===== src/hdl/lzwc_pkg.sv =====
// Package for the LZW byte compressor: codes, defaults, FSM state types and the
// packer command struct. No dependencies.
`default_nettype none

package lzwc_pkg;

  // Reserved codes and starting width
  localparam int unsigned CODE_CLEAR = 256;
  localparam int unsigned CODE_END   = 257;
  localparam int unsigned CODE_FIRST = 258;
  localparam int unsigned WIDTH_MIN  = 9;

  // Default sizes
  localparam int unsigned DICT_ENTRIES_DEF = 4096;
  localparam int unsigned HASH_SLOTS_DEF   = 8192;

  // Widest code the largest legal dictionary can produce, and width field size
  localparam int unsigned CODE_W_MAX = 16;
  localparam int unsigned CW_W       = 5;

  typedef enum logic [1:0] {
    KIND_CODE,
    KIND_DONE
  } pack_kind_t;

  // One command from the controller to the bit packer
  typedef struct packed {
    pack_kind_t            kind;
    logic [CODE_W_MAX-1:0] code;
    logic [CW_W-1:0]       width;
    logic                  last;
  } pack_cmd_t;

  typedef enum logic [3:0] {
    C_SWEEP,
    C_IDLE,
    C_PROBE,
    C_CODE1,
    C_CODE2,
    C_CODE3,
    C_CODE4,
    C_DONE
  } ctrl_state_t;

  typedef enum logic [1:0] {
    P_IDLE,
    P_PUSH,
    P_FLUSH
  } pack_state_t;

endpackage

`default_nettype wire


===== src/hdl/lzwc_packer.sv =====
// Bit packer: LSB-first code packing, one-byte hold for end-of-item marking,
// output register. Depends on lzwc_pkg.
`default_nettype none

module lzwc_packer (
  input  wire logic                clk,
  input  wire logic                rst,
  input  wire logic                cmd_valid,
  output logic                     cmd_ready,
  input  wire lzwc_pkg::pack_cmd_t cmd,
  output logic                     out_valid,
  input  wire logic                out_ready,
  output logic [7:0]               code_byte,
  output logic                     run_end,
  output logic                     stream_end
);
  import lzwc_pkg::*;

  localparam int unsigned BW = 8 + CODE_W_MAX;

  pack_state_t state, state_next;

  logic [BW-1:0]   pack_buf;
  logic [CW_W-1:0] cnt;
  logic            done_r;
  logic            last_r;
  logic            hold_valid;
  logic [7:0]      hold_byte;

  logic out_free, want_push, can_move, accept, load_out;
  logic [CODE_W_MAX-1:0] masked;

  assign out_free  = !out_valid || out_ready;
  assign want_push = (cnt >= CW_W'(8)) || (done_r && last_r && (cnt != '0));
  assign can_move  = !hold_valid || out_free;
  assign accept    = cmd_valid && cmd_ready;
  assign masked    = cmd.code & ~({CODE_W_MAX{1'b1}} << cmd.width);

  // Output register loads from the hold stage
  assign load_out = hold_valid &&
                    (((state == P_PUSH) && want_push && can_move) ||
                     ((state == P_FLUSH) && out_free));

  // Next state
  always_comb begin
    state_next = state;
    unique case (state)
      P_IDLE:  if (accept) state_next = P_PUSH;
      P_PUSH:  if (!want_push) state_next = done_r ? P_FLUSH : P_IDLE;
      P_FLUSH: if (!hold_valid || out_free) state_next = P_IDLE;
      default: state_next = P_IDLE;
    endcase
  end

  // Outputs
  always_comb begin
    cmd_ready = 1'b0;
    unique case (state)
      P_IDLE:  cmd_ready = 1'b1;
      default: cmd_ready = 1'b0;
    endcase
  end

  always_ff @(posedge clk) begin
    if (rst) begin
      state      <= P_IDLE;
      pack_buf   <= '0;
      cnt        <= '0;
      done_r     <= 1'b0;
      last_r     <= 1'b0;
      hold_valid <= 1'b0;
      out_valid  <= 1'b0;
    end else begin
      state <= state_next;
      if (load_out) out_valid <= 1'b1;
      else if (out_valid && out_ready) out_valid <= 1'b0;
      unique case (state)
        P_IDLE: begin
          if (accept) begin
            if (cmd.kind == KIND_CODE) begin
              pack_buf <= pack_buf | (BW'(masked) << cnt);
              cnt      <= cnt + cmd.width;
              done_r   <= 1'b0;
            end else begin
              done_r <= 1'b1;
              last_r <= cmd.last;
            end
          end
        end
        P_PUSH: begin
          // Move one byte into the hold stage; the previous one goes out
          if (want_push && can_move) begin
            if (hold_valid) begin
              code_byte  <= hold_byte;
              run_end    <= 1'b0;
              stream_end <= 1'b0;
            end
            hold_valid <= 1'b1;
            hold_byte  <= pack_buf[7:0];
            pack_buf   <= pack_buf >> 8;
            cnt        <= (cnt >= CW_W'(8)) ? cnt - CW_W'(8) : '0;
          end
        end
        P_FLUSH: begin
          // Last byte of this item gets the end marks
          if (!hold_valid || out_free) begin
            if (hold_valid) begin
              code_byte  <= hold_byte;
              run_end    <= 1'b1;
              stream_end <= last_r;
              hold_valid <= 1'b0;
            end
            if (last_r) begin
              pack_buf <= '0;
              cnt      <= '0;
            end
            done_r <= 1'b0;
          end
        end
        default: ;
      endcase
    end
  end

endmodule

`default_nettype wire


===== config.mk =====
export PLATFORM = sky130hd
export DESIGN_NAME = lzwc_packer
export DESIGN_NICKNAME = d
export VERILOG_FILES = /design/src/hdl/lzwc_pkg.sv /design/src/hdl/lzwc_packer.sv
export SDC_FILE = /design/constraint.sdc
export NUM_CORES = 1
export LEC_CHECK = 0
export ABC_AREA = 1
export ABC_CLOCK_PERIOD_IN_PS = 2300
export BUFFER_PORTS_ARGS = -buffer_cell sky130_fd_sc_hd__buf_2
export CORE_MARGIN = 10
export CORE_UTILIZATION = 30
export CTS_CLUSTER_DIAMETER = 80
export DETAILED_ROUTE_END_ITERATION = 12
export PLACE_DENSITY_LB_ADDON = 0.1
export SLEW_MARGIN = 20
export SYNTH_ARGS = -nofsm -noshare
export SYNTH_HDL_FRONTEND = slang
export SYNTH_SLANG_ARGS = --single-unit

===== constraint.sdc =====
create_clock -name clk -period 2.3 [get_ports clk]
set_input_delay 0.115 -clock clk [delete_from_list [all_inputs] [get_ports clk]]
set_output_delay 0.115 -clock clk [all_outputs]
set_load 0.02 [all_outputs]

Yosys cells after proc, flatten, opt, wreduce, memory -nomap -nowiden
Index checks and enable logic that the tools add are counted.
{"block": "word_totals", "regBits": 53, "inputBits": 28, "output_inout_bits": 12, "elab_cells": 100}
{"block": "op_classes", "add_sub_neg": 2, "n_lt_le_gt_ge": 1, "n_eq_ne": 10, "shift": 2, "n_mux": 39, "n_bitwise": 5, "n_reduce_logical": 30}
{"cell": "$mux 24", "count": 5}
{"cell": "$pmux 24 s3", "count": 1}
{"cell": "$mux 5", "count": 6}
{"cell": "$mux 8", "count": 3}
{"cell": "$or 24x24->24", "count": 1}
{"cell": "$shl 16x5->24", "count": 1}
{"cell": "$and 16x16->16", "count": 1}
{"cell": "$not 16->16", "count": 1}
{"cell": "$pmux 8 s2", "count": 1}
{"cell": "$shl 16x5->16 const A", "count": 1}
{"cell": "$pmux 5 s3", "count": 1}
{"cell": "$reduce_and 3->1", "count": 5}
{"cell": "$ne 2x2->1 const B", "count": 7}
{"cell": "$mux 1", "count": 13}
{"cell": "$reduce_and 6->1", "count": 2}
{"cell": "$logic_and 1x1->1", "count": 9}
{"cell": "$mux 2", "count": 4}
{"cell": "$pmux 1 s2", "count": 4}
{"cell": "$pmux 2 s3", "count": 1}
{"cell": "$reduce_bool 2->1", "count": 3}
{"cell": "$add 5x5->5", "count": 1}
{"cell": "$ge 5x4->1 const B", "count": 1}
{"cell": "$reduce_bool 5->1", "count": 1}
{"cell": "$sub 5x4->5 const B", "count": 1}
{"cell": "9 further kinds", "count": 15}

Longest topological paths before layout
{"block": "depth", "depth_word": 8, "mapped_depth": 15}

Worst setup path after synthesis
Ideal clock, no wire load.
{"block": "synth_timing", "kind": "register -> register", "startpoint": "reg cnt[3]", "endpoint": "reg hold_byte[0] (enable)", "setup_ns": 0.386, "t_arrival_ns": 1.791, "required_ns": 1.914, "setup_slack_ns": 0.123, "stages_incl_launch_ff": 8, "n_path_buf": 1, "period_less_slack_ns": 2.177, "path_cell_list": "dfxtp_1 inv_2 buf_1 ha_1 a21boi_2 o21ai_2 o21ai_2 nor3_1"}
{"block": "synth_between", "elab_chain_len": 5, "elab_cells_between_ends": 6, "classes_between": "order compare: 1; reduce/logical: 5"}
{"item": "start: declaration", "line_no": "lzwc_packer.sv:24", "text": "logic [CW_W-1:0] cnt;"}
{"item": "start signal: assignment", "line_no": "lzwc_packer.sv:82", "text": "cnt <= cnt + cmd.width;"}
{"item": "start signal: assignment", "line_no": "lzwc_packer.sv:101", "text": "cnt <= (cnt >= CW_W'(8)) ? cnt - CW_W'(8) : '0;"}
{"item": "parallel branches: the longest is 2 deep, another holds $ge 5x4->1"}
{"item": "$logic_or 1x1->1 (*)", "line_no": "lzwc_packer.sv:34", "text": "assign want_push = (cnt >= CW_W'(8)) || (done_r && last_r && (cnt != '0));"}
{"item": "$logic_and 1x1->1 (*)", "line_no": "lzwc_packer.sv:92", "text": "if (want_push && can_move) begin"}
{"item": "$reduce_and 3->1 (no source line) (*)"}
{"item": "end signal: assignment", "line_no": "lzwc_packer.sv:99", "text": "hold_byte <= pack_buf[7:0];"}
{"item": "end: declaration", "line_no": "lzwc_packer.sv:28", "text": "logic [7:0] hold_byte;"}
Every way passes the cells marked *.
A chain may end at the register's enable or synchronous reset.

Worst setup path in the final report
{"block": "layout_timing", "startpoint": "reg state[0]", "endpoint": "reg pack_buf[19]"}
{"block": "layout_between", "elab_chain_len": 5, "elab_cells_between_ends": 13, "classes_between": "eq/ne: 7; mux: 2; reduce/logical: 4"}
{"item": "start: declaration", "line_no": "lzwc_packer.sv:21", "text": "pack_state_t state, state_next;"}
{"item": "start signal: assignment", "line_no": "lzwc_packer.sv:74", "text": "state <= state_next;"}
{"item": "$logic_not 2->1", "line_no": "lzwc_packer.sv:58, lzwc_packer.sv:77"}
{"item": "$mux 1", "line_no": "lzwc_packer.sv:58", "text": "unique case (state)"}
{"item": "$logic_and 1x1->1", "line_no": "lzwc_packer.sv:36", "text": "assign accept = cmd_valid && cmd_ready;"}
{"item": "$ne 2x2->1 (no source line)"}
{"item": "$reduce_and 6->1 (no source line)"}
{"item": "end signal: assignment", "line_no": "lzwc_packer.sv:81", "text": "pack_buf <= pack_buf | (BW'(masked) << cnt);"}
{"item": "end signal: assignment", "line_no": "lzwc_packer.sv:100", "text": "pack_buf <= pack_buf >> 8;"}
{"item": "end: declaration", "line_no": "lzwc_packer.sv:23", "text": "logic [BW-1:0] pack_buf;"}
Parallel ways exist; a longest one is shown, timed or not.

==> results.py <==
metrics = {
    "outcome": {
        "outcome": "finished, final reports clean",
    },
    "final_layout": {
        "final-seq-area_um2": 1240,
        "final_cell_mix": "nand2_1 (175), nand3_1 (93), buf_2 (39), dfxtp_1 (35), inv_1 (34)",
        "drive_gt1_share_pct": 15.7,
        "num_antenna_cells": 0,
        "fin_util_pct": 35.1,
        "nets": 596,
        "multi_input_area_um2": 1950,
        "final_common_cell": "nand2_1",
        "area_growth_pct": 15.1,
        "fill_cells": 1281,
    },
    "yosys": {
        "ys_seq_area_share_pct": 35.8,
        "ys.flop_type": "dfxtp_1",
        "synth_top_area_cell": "dfxtp_1",
        "synth_edf_count": 18,
        "async_flop_share_pct": 0,
        "syn_area_um2": 3470,
        "ys_seq_elements": 53,
        "syn_area_per_cell_um2": 6.69,
        "yosysTopAreaCellShare_pct": 20.2,
        "ys_warn_count": 0,
        "synth.distinct_cells": 37,
        "syn_nets": 556,
        "synthCells": 518,
        "yosys-top-cells-area": "dfxtp_1 (20%), nand2_1 (19%), edfxtp_1 (16%)",
    },
    "timing": {
        "drv_slew": 0,
        "period_share_pct": 91.0,
        "hold_violations": 0,
        "finalSetupViolations": 0,
        "setup_tns_ps": 0,
        "max_slew_margin_pct": 64.3,
        "rsz0062_at_grt": "no",
        "tightest_slew_ps": 531,
        "fin_ws_ps": 206,
        "finalClockSkew_ps": 4.51,
        "period_needed_ps": 2090,
        "fmax_mhz": 478,
        "hold_slack_ps": 120,
    },
    "pwr": {
        "p_switching_mw": 1.42,
        "p_sw_share_pct": 41.5,
        "seq_power_share_pct": 33.7,
        "power_leakage_nw": 1.83,
        "power_density_nw_per_um2": 859,
        "p_int_mw": 2.00,
        "comb_power_share_pct": 45.1,
        "clockPowerShare_pct": 21.2,
        "ir_drop_mv": 0.445,
    },
    "worst_hold_path": {
        "whs_path_depth": 3,
        "hold_start": "cmd[0]",
        "min_path_type": "input port to flop",
        "min_delay_worst_endpoint": "last_r",
    },
    "setup_path": {
        "cp.required_ps": 2480,
        "r2r-end": "pack_buf[19]",
        "cp-start-kind": "flop",
        "reg2reg_setup_slack_ps": 210,
        "worst_r2r_path_depth": 12,
        "crit_fanout": 16,
        "end_kind": "flop",
        "path_class": "flop to flop",
        "reg2reg_from": "state[0]",
        "arrival_ps": 2270,
    },
    "drt": {
        "drc": 0,
        "final_antenna_net_count": 0,
        "drt-total-wl_mm": 9.84,
        "drt_iter0_drc": 266,
        "vias": 3517,
        "via_per_inst": 5.01,
        "wl_per_cell_um": 14.0,
        "dr.pass1.iters": 5,
    },
    "grt": {
        "grt_max_degree": 23,
        "grt_pass1_vias": 3343,
        "grt_pass1_wl_mm": 16.4,
        "track_usage_pct": 12.1,
        "grt-ovfl-total": 0,
        "antenna_found_initial": 0,
    },
    "die": {
        "dieHeight_um": 127,
        "rows": 39,
        "die_x_um": 127,
        "start_util_pct": 30.5,
        "die_area_um2": 16300,
        "io_pins": 40,
        "coreArea_um2": 11400,
    },
    "cts": {
        "clk_pin_slew_ps": 70,
        "clk_path_buf_depth": 2,
        "cts_tree": "built",
        "cts_sinks": 53,
        "htree_levels": 2,
        "post_cts_buffers": 0,
        "cts_made_buffers": 5,
        "cts-root-buf": "clkbuf_16",
        "clk_latency_ps": 290,
    },
    "placed_design": {
        "io_buffers": 39,
        "hpwl_mm": 7.86,
        "dp_slack_ps": 72.4,
        "gp_congestion": 0.852,
    },
    "flow_run": {
        "drv_cap": 0,
    },
}
[per-layer routing]
metal	share of wire [%]	vias up	track usage, %
met5	0	-	0
met4	0.98	0	3.01
met3	4.6	6	2.19
met2	48	83	20.5
met1	47	1616	15.5
li1	-	1812	-
[critical path: stages, from the launching register on]
cell	delay, ps
dfxtp_1	380
inv_1	90
ha_1	290
inv_1	80
nor2_1	40
inv_1	60
o21ai_0	90
a211oi_2	230
nand2_4	130
inv_2	160
nand2_4	150
nand2_2	200
nor2_1	80
[timing repair]
item	CTS	global route
gates resized for setup	0	1
setup endpoints to repair	0	10
hold buffers	0	0
[through the flow]
stage | cells | total power, mW | area, µm²
global route | 702 | 3.72 | 3990
detailed placement | 694 | 2.73 | 3840
global placement | 694 | 2.73 | 3840
CTS | 702 | 3.46 | 3980
finish | 702 | 3.43 | 3990
floorplan | 518 | 2.28 | 3470
[cells in the mapped netlist (3+ instances only)]
| library cell | instances |
|---|---|
| ha_1 | 9 |
| dfxtp_1 | 35 |
| inv_1 | 34 |
| edfxtp_1 | 18 |
| clkbuf_1 | 8 |
| nand2_1 | 175 |
| nor2_2 | 3 |
| nor2_1 | 22 |
| nor3_1 | 4 |
| o21ai_0 | 26 |
| buf_2 | 7 |
| nand4_1 | 13 |
| clkinv_1 | 3 |
| buf_4 | 3 |
| nand2_2 | 4 |
| nand3_1 | 93 |
| inv_2 | 6 |
| a21oi_2 | 3 |
| a21oi_1 | 25 |
[worst max-delay path by stage]
stage                     slack [ps]      endpoint     start
after global routing              10  pack_buf[19]  state[0]
after global placement           180  pack_buf[10]  state[0]
final                            210  pack_buf[19]  state[0]
after detailed placement          70  pack_buf[19]  state[0]
after CTS                         60  pack_buf[19]  state[0]
after floorplan                  120  hold_byte[0]    cnt[3]
[power by group through the flow]
stage / clock (mW) / sequential (mW) / combinational [mW]
after floorplan: 0 / 1.16 / 1.12
after global placement: 0 / 1.17 / 1.55
after detailed placement: 0 / 1.17 / 1.55
after CTS: 0.752 / 1.15 / 1.56
after global routing: 0.784 / 1.17 / 1.77
final: 0.725 / 1.15 / 1.55
[layout make-up]
cell class | count | area share [%]
inverters | 43 | 4.05
clock buffers | 5 | 3.14
clock inverters | 3 | 0.439
flip-flops and latches | 53 | 31.1
well taps | 143 | 4.49
repair buffers | 55 | 7.90
multi-input cells | 400 | 48.9
[registers in the layout (all words and copies together) (netlist names)]
name and flops:
last_r 1, pack_buf 24, out_valid 1, stream_end 1, hold_valid 1, cnt 5, hold_byte 8, run_end 1
state 2, done_r 1, code_byte 8
[logic make-up (layout without fill, tap and decap cells)]
kind of cell / count (synthesis) / count (layout) / synth area share (%)
buffers and inverters: 65 / 106 / 8.09
AOI/OAI and AO/OA: 67 / 67 / 11.0
adders and majority gates: 10 / 10 / 3.83
and+or+nand+nor: 321 / 321 / 40.8
xor gates and xnor gates: 2 / 2 / 0.506
DFF: 53 / 53 / 35.8
Note: power is estimated with default switching activity, not from simulation.
