File: src/hdl/lzwc_pkg.sv
// Package for the LZW byte compressor: codes, defaults, FSM state types and the
// packer command struct. No dependencies.
`default_nettype none

package lzwc_pkg;

  // Reserved codes and starting width
  localparam int unsigned CODE_CLEAR = 256;
  localparam int unsigned CODE_END   = 257;
  localparam int unsigned CODE_FIRST = 258;
  localparam int unsigned WIDTH_MIN  = 9;

  // Default sizes
  localparam int unsigned DICT_ENTRIES_DEF = 4096;
  localparam int unsigned HASH_SLOTS_DEF   = 8192;

  // Widest code the largest legal dictionary can produce, and width field size
  localparam int unsigned CODE_W_MAX = 16;
  localparam int unsigned CW_W       = 5;

  typedef enum logic [1:0] {
    KIND_CODE,
    KIND_DONE
  } pack_kind_t;

  // One command from the controller to the bit packer
  typedef struct packed {
    pack_kind_t            kind;
    logic [CODE_W_MAX-1:0] code;
    logic [CW_W-1:0]       width;
    logic                  last;
  } pack_cmd_t;

  typedef enum logic [3:0] {
    C_SWEEP,
    C_IDLE,
    C_PROBE,
    C_CODE1,
    C_CODE2,
    C_CODE3,
    C_CODE4,
    C_DONE
  } ctrl_state_t;

  typedef enum logic [1:0] {
    P_IDLE,
    P_PUSH,
    P_FLUSH
  } pack_state_t;

endpackage

`default_nettype wire

File: src/hdl/lzwc_ctrl.sv
// Controller: hash probing, dictionary update, code sequencing and hash sweep.
// Depends on lzwc_pkg; drives lzwc_hash_ram and lzwc_packer.
`default_nettype none

module lzwc_ctrl #(
  parameter int unsigned DICT_ENTRIES = 4096,
  parameter int unsigned HASH_SLOTS   = 8192
) (
  input  wire logic                      clk,
  input  wire logic                      rst,
  input  wire logic [7:0]                data_byte,
  input  wire logic                      final_byte,
  input  wire logic                      in_valid,
  output logic                           in_ready,
  output logic                           cmd_valid,
  input  wire logic                      cmd_ready,
  output lzwc_pkg::pack_cmd_t            cmd,
  output logic                           ram_we,
  output logic [$clog2(HASH_SLOTS)-1:0]  ram_waddr,
  output logic [2*$clog2(DICT_ENTRIES)+8:0] ram_wdata,
  output logic [$clog2(HASH_SLOTS)-1:0]  ram_raddr,
  input  wire logic [2*$clog2(DICT_ENTRIES)+8:0] ram_rdata
);
  import lzwc_pkg::*;

  localparam int unsigned DW = $clog2(DICT_ENTRIES);
  localparam int unsigned HW = $clog2(HASH_SLOTS);
  localparam int unsigned NW = DW + 1;
  localparam int unsigned EW = 2 * DW + 9;

  ctrl_state_t state, state_next;

  logic [DW-1:0]   pending;
  logic            started;
  logic [NW-1:0]   next_code;
  logic [CW_W-1:0] code_width;
  logic [7:0]      k_r;
  logic            last_r;
  logic [HW-1:0]   probe_addr;
  logic [HW-1:0]   probe_cnt;
  logic [DW-1:0]   send_code;
  logic [CW_W-1:0] send_cw;
  logic            need_clr;
  logic            need_sweep;
  logic [HW-1:0]   sweep_addr;

  // Hash of pending string and incoming byte
  logic [31:0] hash_wide;
  logic [HW-1:0] hash0;
  assign hash_wide = (32'(pending) << 8) ^ 32'(data_byte);
  assign hash0     = hash_wide[HW-1:0];

  // Slot fields and probe outcome
  logic          slot_valid;
  logic [DW-1:0] slot_code;
  logic [DW-1:0] slot_prefix;
  logic [7:0]    slot_suffix;
  logic          hit, empty, give_up, can_insert, grow;
  logic [NW-1:0] next_code_inc;
  logic [NW-1:0] width_pow;

  assign slot_valid  = ram_rdata[EW-1];
  assign slot_code   = ram_rdata[EW-2 -: DW];
  assign slot_prefix = ram_rdata[DW+7 -: DW];
  assign slot_suffix = ram_rdata[7:0];
  assign hit     = slot_valid && (slot_prefix == pending) && (slot_suffix == k_r);
  assign empty   = !slot_valid;
  assign give_up = slot_valid && !hit && (probe_cnt == HW'(HASH_SLOTS - 1));
  assign can_insert    = empty && (next_code < NW'(DICT_ENTRIES));
  assign next_code_inc = next_code + NW'(1);
  assign width_pow     = NW'(1) << code_width;
  assign grow = (next_code_inc == width_pow) && (width_pow < NW'(DICT_ENTRIES));

  logic accept;
  assign accept = in_valid && in_ready;

  // Next state
  always_comb begin
    state_next = state;
    unique case (state)
      C_SWEEP: if (sweep_addr == HW'(HASH_SLOTS - 1)) state_next = C_IDLE;
      C_IDLE:  if (accept) state_next = started ? C_PROBE : C_CODE1;
      C_PROBE: begin
        if (hit) begin
          state_next = last_r ? C_CODE3 : C_DONE;
        end else if (empty || give_up) begin
          state_next = C_CODE1;
        end
      end
      C_CODE1: begin
        if (cmd_ready) begin
          if (need_clr) state_next = C_CODE2;
          else          state_next = last_r ? C_CODE3 : C_DONE;
        end
      end
      C_CODE2: if (cmd_ready) state_next = last_r ? C_CODE3 : C_DONE;
      C_CODE3: if (cmd_ready) state_next = C_CODE4;
      C_CODE4: if (cmd_ready) state_next = C_DONE;
      C_DONE:  if (cmd_ready) state_next = (last_r || need_sweep) ? C_SWEEP : C_IDLE;
      default: state_next = C_SWEEP;
    endcase
  end

  // Outputs
  always_comb begin
    in_ready  = 1'b0;
    cmd_valid = 1'b0;
    cmd.kind  = KIND_CODE;
    cmd.code  = '0;
    cmd.width = code_width;
    cmd.last  = last_r;
    ram_we    = 1'b0;
    ram_waddr = probe_addr;
    ram_wdata = {1'b1, next_code[DW-1:0], pending, k_r};
    ram_raddr = hash0;
    unique case (state)
      C_SWEEP: begin
        ram_we    = 1'b1;
        ram_waddr = sweep_addr;
        ram_wdata = '0;
      end
      C_IDLE: in_ready = 1'b1;
      C_PROBE: begin
        ram_raddr = probe_addr + HW'(1);
        ram_we    = !hit && can_insert;
      end
      C_CODE1: begin
        cmd_valid = 1'b1;
        cmd.code  = CODE_W_MAX'(send_code);
        cmd.width = send_cw;
      end
      C_CODE2: begin
        cmd_valid = 1'b1;
        cmd.code  = CODE_W_MAX'(CODE_CLEAR);
        cmd.width = send_cw;
      end
      C_CODE3: begin
        cmd_valid = 1'b1;
        cmd.code  = CODE_W_MAX'(pending);
      end
      C_CODE4: begin
        cmd_valid = 1'b1;
        cmd.code  = CODE_W_MAX'(CODE_END);
      end
      C_DONE: begin
        cmd_valid = 1'b1;
        cmd.kind  = KIND_DONE;
      end
      default: ;
    endcase
  end

  // Registers
  always_ff @(posedge clk) begin
    if (rst) begin
      state      <= C_SWEEP;
      sweep_addr <= '0;
      started    <= 1'b0;
      pending    <= '0;
      next_code  <= NW'(CODE_FIRST);
      code_width <= CW_W'(WIDTH_MIN);
      need_clr   <= 1'b0;
      need_sweep <= 1'b0;
      last_r     <= 1'b0;
    end else begin
      state <= state_next;
      unique case (state)
        C_SWEEP: sweep_addr <= sweep_addr + HW'(1);
        C_IDLE: begin
          if (accept) begin
            k_r        <= data_byte;
            last_r     <= final_byte;
            probe_addr <= hash0;
            probe_cnt  <= '0;
            need_clr   <= 1'b0;
            need_sweep <= 1'b0;
            if (!started) begin
              send_code <= DW'(CODE_CLEAR);
              send_cw   <= code_width;
              pending   <= DW'(data_byte);
              started   <= 1'b1;
            end
          end
        end
        C_PROBE: begin
          if (hit) begin
            pending <= slot_code;
          end else if (empty || give_up) begin
            send_code <= pending;
            send_cw   <= code_width;
            pending   <= DW'(k_r);
            if (can_insert) begin
              next_code <= next_code_inc;
              if (grow) code_width <= code_width + CW_W'(1);
            end else begin
              // Dictionary or hash full: clear code follows, then restart
              need_clr   <= 1'b1;
              need_sweep <= 1'b1;
              next_code  <= NW'(CODE_FIRST);
              code_width <= CW_W'(WIDTH_MIN);
            end
          end else begin
            probe_addr <= probe_addr + HW'(1);
            probe_cnt  <= probe_cnt + HW'(1);
          end
        end
        C_DONE: begin
          if (cmd_ready) begin
            sweep_addr <= '0;
            if (last_r) begin
              started    <= 1'b0;
              pending    <= '0;
              next_code  <= NW'(CODE_FIRST);
              code_width <= CW_W'(WIDTH_MIN);
            end
          end
        end
        default: ;
      endcase
    end
  end

endmodule

`default_nettype wire

File: config.mk
export PLATFORM = sky130hd
export DESIGN_NAME = lzwc_ctrl
export DESIGN_NICKNAME = d
export VERILOG_FILES = /design/src/hdl/lzwc_pkg.sv /design/src/hdl/lzwc_ctrl.sv
export SDC_FILE = /design/constraint.sdc
export NUM_CORES = 1
export LEC_CHECK = 0
export BUFFER_PORTS_ARGS = -buffer_cell sky130_fd_sc_hd__buf_2
export CORE_ASPECT_RATIO = 0.7
export CORE_MARGIN = 10
export CORE_UTILIZATION = 45
export DETAILED_ROUTE_END_ITERATION = 6
export PLACE_DENSITY = 0.69
export SYNTH_ARGS = -nofsm -noshare
export SYNTH_HDL_FRONTEND = slang
export SYNTH_SLANG_ARGS = --single-unit
export TNS_END_PERCENT = 1
File: constraint.sdc
create_clock -name clk -period 3.9 [get_ports clk]
set_input_delay 0 -clock clk [delete_from_list [all_inputs] [get_ports clk]]
set_output_delay 0 -clock clk [all_outputs]
set_load 0.1 [all_outputs]
Word level (Yosys, flattened, before mapping)
Index checks and enable logic that the tools add are counted.
Word-level totals
  bits in registers: 101
  output and inout bits: 86
  word-level logic and storage cells: 153
  input bits: 46
Operators by class
  multiplexer cells: 72
  shifts and indexed selects: 1
  reduce and logical (&&, ||, !) cells: 31
  eq/ne operators: 27
  magnitude comparators: 2
  bitwise gates (word level): 2
  add/subtract/negate cells: 5
Operator list (number)
  $mux W13: 14
  $mux W12: 10
  $pmux W13 S2: 4
  $mux W5: 11
  $add A13 B1 Y13 const B: 4
  $pmux W12 S4: 1
  $mux W4: 9
  $pmux W12 S3: 1
  $mux W33: 1
  $pmux W4 S8: 1
  $eq A13 B13 Y1 const B: 2
  $lt A13 B13 Y1 const B: 2
  $ne A2 B2 Y1 const B: 13
  $pmux W12 S2: 1
  $pmux W5 S2: 2
  $reduce_and A6 Y1: 3
  $eq A4 B3 Y1 const B: 4
  $reduce_and A5 Y1: 3
  $eq A13 B13 Y1: 1
  $shl A1 B5 Y13 const A: 1
  $xor A13 B8 Y13: 1
  $eq A12 B12 Y1: 1
  $mux W1: 12
  $eq A4 B2 Y1 const B: 2
  other kinds (19): 36

Depth between registers and ports, before layout
  depth in word-level cells: 10
  gate-level depth with buffers: 11
  mapped depth without buffers: 10

Worst setup path before layout
No wires, ideal clock.
  kind: register to register
  start: reg state[2]
  end: reg k_r[0] (enable)
  data required time: 3527 ps
  buffers on the path: 1
  slack: -279 ps
  setup time: 373 ps
  cell stages (with the launch flop): 5
  arrival: 3806 ps
  period minus slack after synthesis: 4179 ps
  cells stage by stage: dfxtp_1 -> clkbuf_1 -> nor3_1 -> nand2_1 -> nor2_1
On the way
  word-level cells in the longest chain between the ends: 4
RTL lines
  start, declared: line lzwc_ctrl.sv:31  | ctrl_state_t state, state_next;
  start signal, assigned: line lzwc_ctrl.sv:166  | state <= state_next;
  $eq A4 B1 Y1: line lzwc_ctrl.sv:116  | unique case (state)
  $mux W1: line lzwc_ctrl.sv:116
  net in_ready: line lzwc_ctrl.sv:14  | output logic in_ready,
  $logic_and A1 B1 Y1: line lzwc_ctrl.sv:75  | assign accept = in_valid && in_ready;
  $reduce_and A3 Y1 (no line)
  end signal, assigned: line lzwc_ctrl.sv:171  | k_r <= data_byte;
  end, declared: line lzwc_ctrl.sv:37  | logic [7:0] k_r;
The timed path passes the listed nets, and every way through them passes these cells.
A chain may end at the register's enable or synchronous reset.

Worst setup path in the final report
  start: reg code_width[0]
  end: reg code_width[4]
On the way
  word-level cells in the longest chain between the ends: 6
  elaborated cells between the ends (all ways): 12
  those cells by class: add/sub: 1; order compare: 1; eq/ne: 2; shift: 1; mux: 5; reduce/logical: 2
RTL lines
  start, declared: line lzwc_ctrl.sv:36  | logic [CW_W-1:0] code_width;
  start signal, assigned: line lzwc_ctrl.sv:161  | code_width <= CW_W'(WIDTH_MIN);
  start signal, assigned: line lzwc_ctrl.sv:194  | if (grow) code_width <= code_width + CW_W'(1);
  start signal, assigned: line lzwc_ctrl.sv:200  | code_width <= CW_W'(WIDTH_MIN);
  branches (longest 6 deep; another with $lt A13 B13 Y1)
Several ways; the timed one is not identified. The select of a mux whose other input is x is not followed.

==> results.yml <==
status:
  status: "completed"
place:
  place_ws_ns: 1.040
  dp_hpwl_um: 13840
  portBuffers: 126
  finalWeightedCongestion: 0.9140
setup_path:
  r2r_slack_ns: 0.93
  rr_startpoint: "code_width[0]"
  cp-end-kind: "register"
  cp_top_family: "simple AND/OR/NAND/NOR gates"
  cp_max_fo: 7
  path_cells: "inv_1 > ha_1 > or4b_1 > a21oi_1 > o21ai_1 > a2111oi_0 > and4_1 > nand3_1 > nor4b_1 > a311o_1"
  cpMaxStageDelayCell: "or4b_1"
  path_class: "register to register"
  startpoint_type: "register"
  crit_required_ns: 4.14
  cpPeakStageDelay_ns: 0.47
  worst_ep_arrival_time_ns: 3.21
  rr_endpoint: "code_width[4]"
  cp_num_buf_inv: 1
  rr_worst_depth: 10
drt:
  routed_wirelength_um: 18670
  routedWlPerCell_um: 17.99
  wl_met2_um: 7470
  vias: 5653
  ant_nets: 0
  drc: 0
  top_layer: "met4"
  via_per_inst: 5.446
  first_pass_iters: 5
  wl_met1_um: 9362
  drt-initial-drc-count: 464
  routed-wl-met3_um: 1682
floorplan:
  initial_core_util_pct: 46.72
  ios: 132
  die_area_mm2: 0.01911
  die_w_um: 161.0
  fp.dieH_um: 118.7
  rows: 35
  core_mm2: 0.01340
cts:
  ctsLongestPathBuffers: 2
  clock_latency_ns: 0.36
  numCtsBuffers: 9
  cts_sinks: 100
  cts_tree: "built"
  clk_pin_slew_ns: 0.07
  cts-root-buf: "clkbuf_16"
  htree_levels: 3
hold_path:
  min_path_cells: 4
  hp-start: "cmd_ready"
  holdPathEnd: "sweep_addr[12]"
  min_path_type: "input pin to register"
sta:
  final-setup-viol-count: 0
  finalMaxSlewViolations: 0
  period_needed_ns: 2.970
  period_share_pct: 76.15
  clock_skew_ns: 0.009680
  finalSetupTns_ns: 0
  worst_pin_slew_ns: 0.9096
  rsz0062_at_grt: "no"
  final.setup.worst_slack_ns: 0.9301
  maxSlewHeadroom_pct: 39.36
  fin_hold_ws_ns: 0.07766
  finalHoldViolCount: 0
  clock.fmax_ghz: 0.3367
power_and_ir_drop:
  p_per_area_mw_per_mm2: 501.5
  leakagePower_nw: 3.079
  switchingPower_mw: 1.744
  p_sw_share_pct: 46.59
  p_comb_share_pct: 40.1
  peakVddDrop_mv: 0.7290
  finalPower_mw: 3.743
  seq_power_share_pct: 34.3
  clkPwrFrac_pct: 25.6
  p_int_mw: 1.999
cells_and_area:
  drive_above_1_share_pct: 20.52
  fin_nets: 904
  final_util_pct: 55.70
  syn_to_final_growth_pct: 19.20
  diodes: 0
logic_synthesis:
  synth_area_leaders: "edfxtp_1 24%, dfxtp_1 16%, xor2_1 5.6%, nand2_1 5.6%, nor2_1 4.9%"
  synth_cells: 732
  yosysMostFrequentCell: "nand2_1"
  avgSynthCellArea_um2: 8.553
  synth_top_cell_area_share_pct: 24.46
  ys_types: 61
  synth_top_cell_by_area: "edfxtp_1"
  synth_common_cells: "93 x nand2_1, 81 x nor2_1, 51 x edfxtp_1, 49 x dfxtp_1, 43 x a21oi_1"
  synth_seq_area_share_pct: 40.13
  synth_ff_type: "edfxtp_1"
  async_flop_share_pct: 0
  synth_area_mm2: 0.006261
  ys_ff_latch: 100
  yosysWarnings: 0
  synth_edf_count: 51
grt:
  grt_pass1_wl_um: 29730
  grt_max_degree: 49
  overflow: 0
  grt_use_total_pct: 18.85
  grt_antenna_before_repair: 0
  grt_pass1_vias: 5223
flow_run:
  maxCapViolCount: 0
## worst max-delay path by stage
stage | cells after the start | endpoint | startpoint
floorplan | 6 | probe_addr[10] | state[2]
finish | 10 | code_width[4] | code_width[0]
global placement | 10 | code_width[4] | code_width[0]
global route | 10 | code_width[4] | code_width[0]
CTS | 7 | ram_waddr[8] | state[1]
detailed placement | 10 | code_width[4] | code_width[0]
## sequential cells by signal, indices dropped and copies added (netlist names)
name and cells:
state 3, sweep_addr 13, send_code 12, send_cw 5, need_sweep 1, next_code 13
code_width 5, probe_addr 13, probe_cnt 13, pending 12, last_r 1, started 1
k_r 8
## through the flow
step / area [µm²] / cells
4_1_cts: 7463 / 1038
3_5_place_dp: 7004 / 1008
2_1_floorplan: 6281 / 736
3_3_place_gp: 7004 / 1008
6_report: 7463 / 1038
5_1_grt: 7463 / 1038
## cells in the final DEF, fill, tap and decap left out, types with 4 or more instances in the layout
cell type,instances
mux2_2,5
ha_1,10
a211oi_1,9
and3_1,25
and4_1,8
nor3_1,9
buf_2,126
o21ai_0,38
nor2b_1,8
clkbuf_16,10
nand4_1,11
nor3_2,5
conb_1,5
nor3b_1,4
dlygate4sd3_1,14
a21oi_1,43
and2_1,32
nor4_1,11
or3_1,13
nand3_1,20
xnor2_1,22
a22oi_1,16
buf_4,8
nor2_1,81
dfxtp_1,49
nand3b_1,9
xor2_1,40
edfxtp_1,51
inv_1,18
mux2i_1,11
a211oi_2,4
nand2_1,93
## worst register-to-register path: cells and delay by family, from the launching register on
family / cells / cell delay [ns]
simple gates: 4 / 1.05
compound gates: 4 / 1.04
flops: 1 / 0.38
fa+ha+maj: 1 / 0.27
buf+inv: 1 / 0.13
## repair_timing
item,4_1_cts,5_1_grt
hold endpoints to repair,14,0
setup buffers,0,0
hold buffers,14,0
setup endpoints to repair,0,0
gates resized for setup,0,0
## power groups by stage
| stage | Clock, mW | Combinational, mW | Sequential [mW] |
|---|---|---|---|
| after floorplan | 0 | 1.23 | 1.27 |
| after global placement | 0 | 1.48 | 1.31 |
| after detailed placement | 0 | 1.49 | 1.31 |
| after CTS | 0.968 | 1.50 | 1.28 |
| after global routing | 1.01 | 1.59 | 1.30 |
| final | 0.957 | 1.50 | 1.29 |
## final cells by class
| type | count | area, µm² |
|---|---|---|
| inverter | 18 | 67.56 |
| multi-input combinational | 571 | 3502 |
| tap | 185 | 231.5 |
| timing repair buffer | 148 | 830.8 |
| fill | 1274 | 5937 |
| clock inverter | 6 | 68.82 |
| clock buffer | 10 | 250.2 |
| sequential | 100 | 2512 |
## cells by family (layout without fill, tap and decap cells)
| kind of cell | after synthesis | after routing | synth area share, % |
|---|---|---|---|
| flip-flops | 100 | 100 | 40.13 |
| AO/OA/AOI/OAI | 136 | 136 | 13.89 |
| buffers and inverters | 65 | 182 | 4.636 |
| other | 1 | 5 | 0.05989 |
| multiplexers | 16 | 16 | 2.658 |
| adder cells (fa/ha/maj) | 10 | 10 | 1.998 |
| AND/OR/NAND/NOR | 342 | 342 | 27.96 |
| XOR/XNOR | 62 | 62 | 8.673 |
## routing by layer
| layer | vias to the layer above | global-route usage [%] |
|---|---|---|
| met5 | - | 0 |
| met4 | 0 | 3.912 |
| met3 | 16 | 5.340 |
| met2 | 248 | 25.44 |
| met1 | 2579 | 28.56 |
| li1 | 2810 | - |
Note: power is estimated with default switching activity, not from simulation.
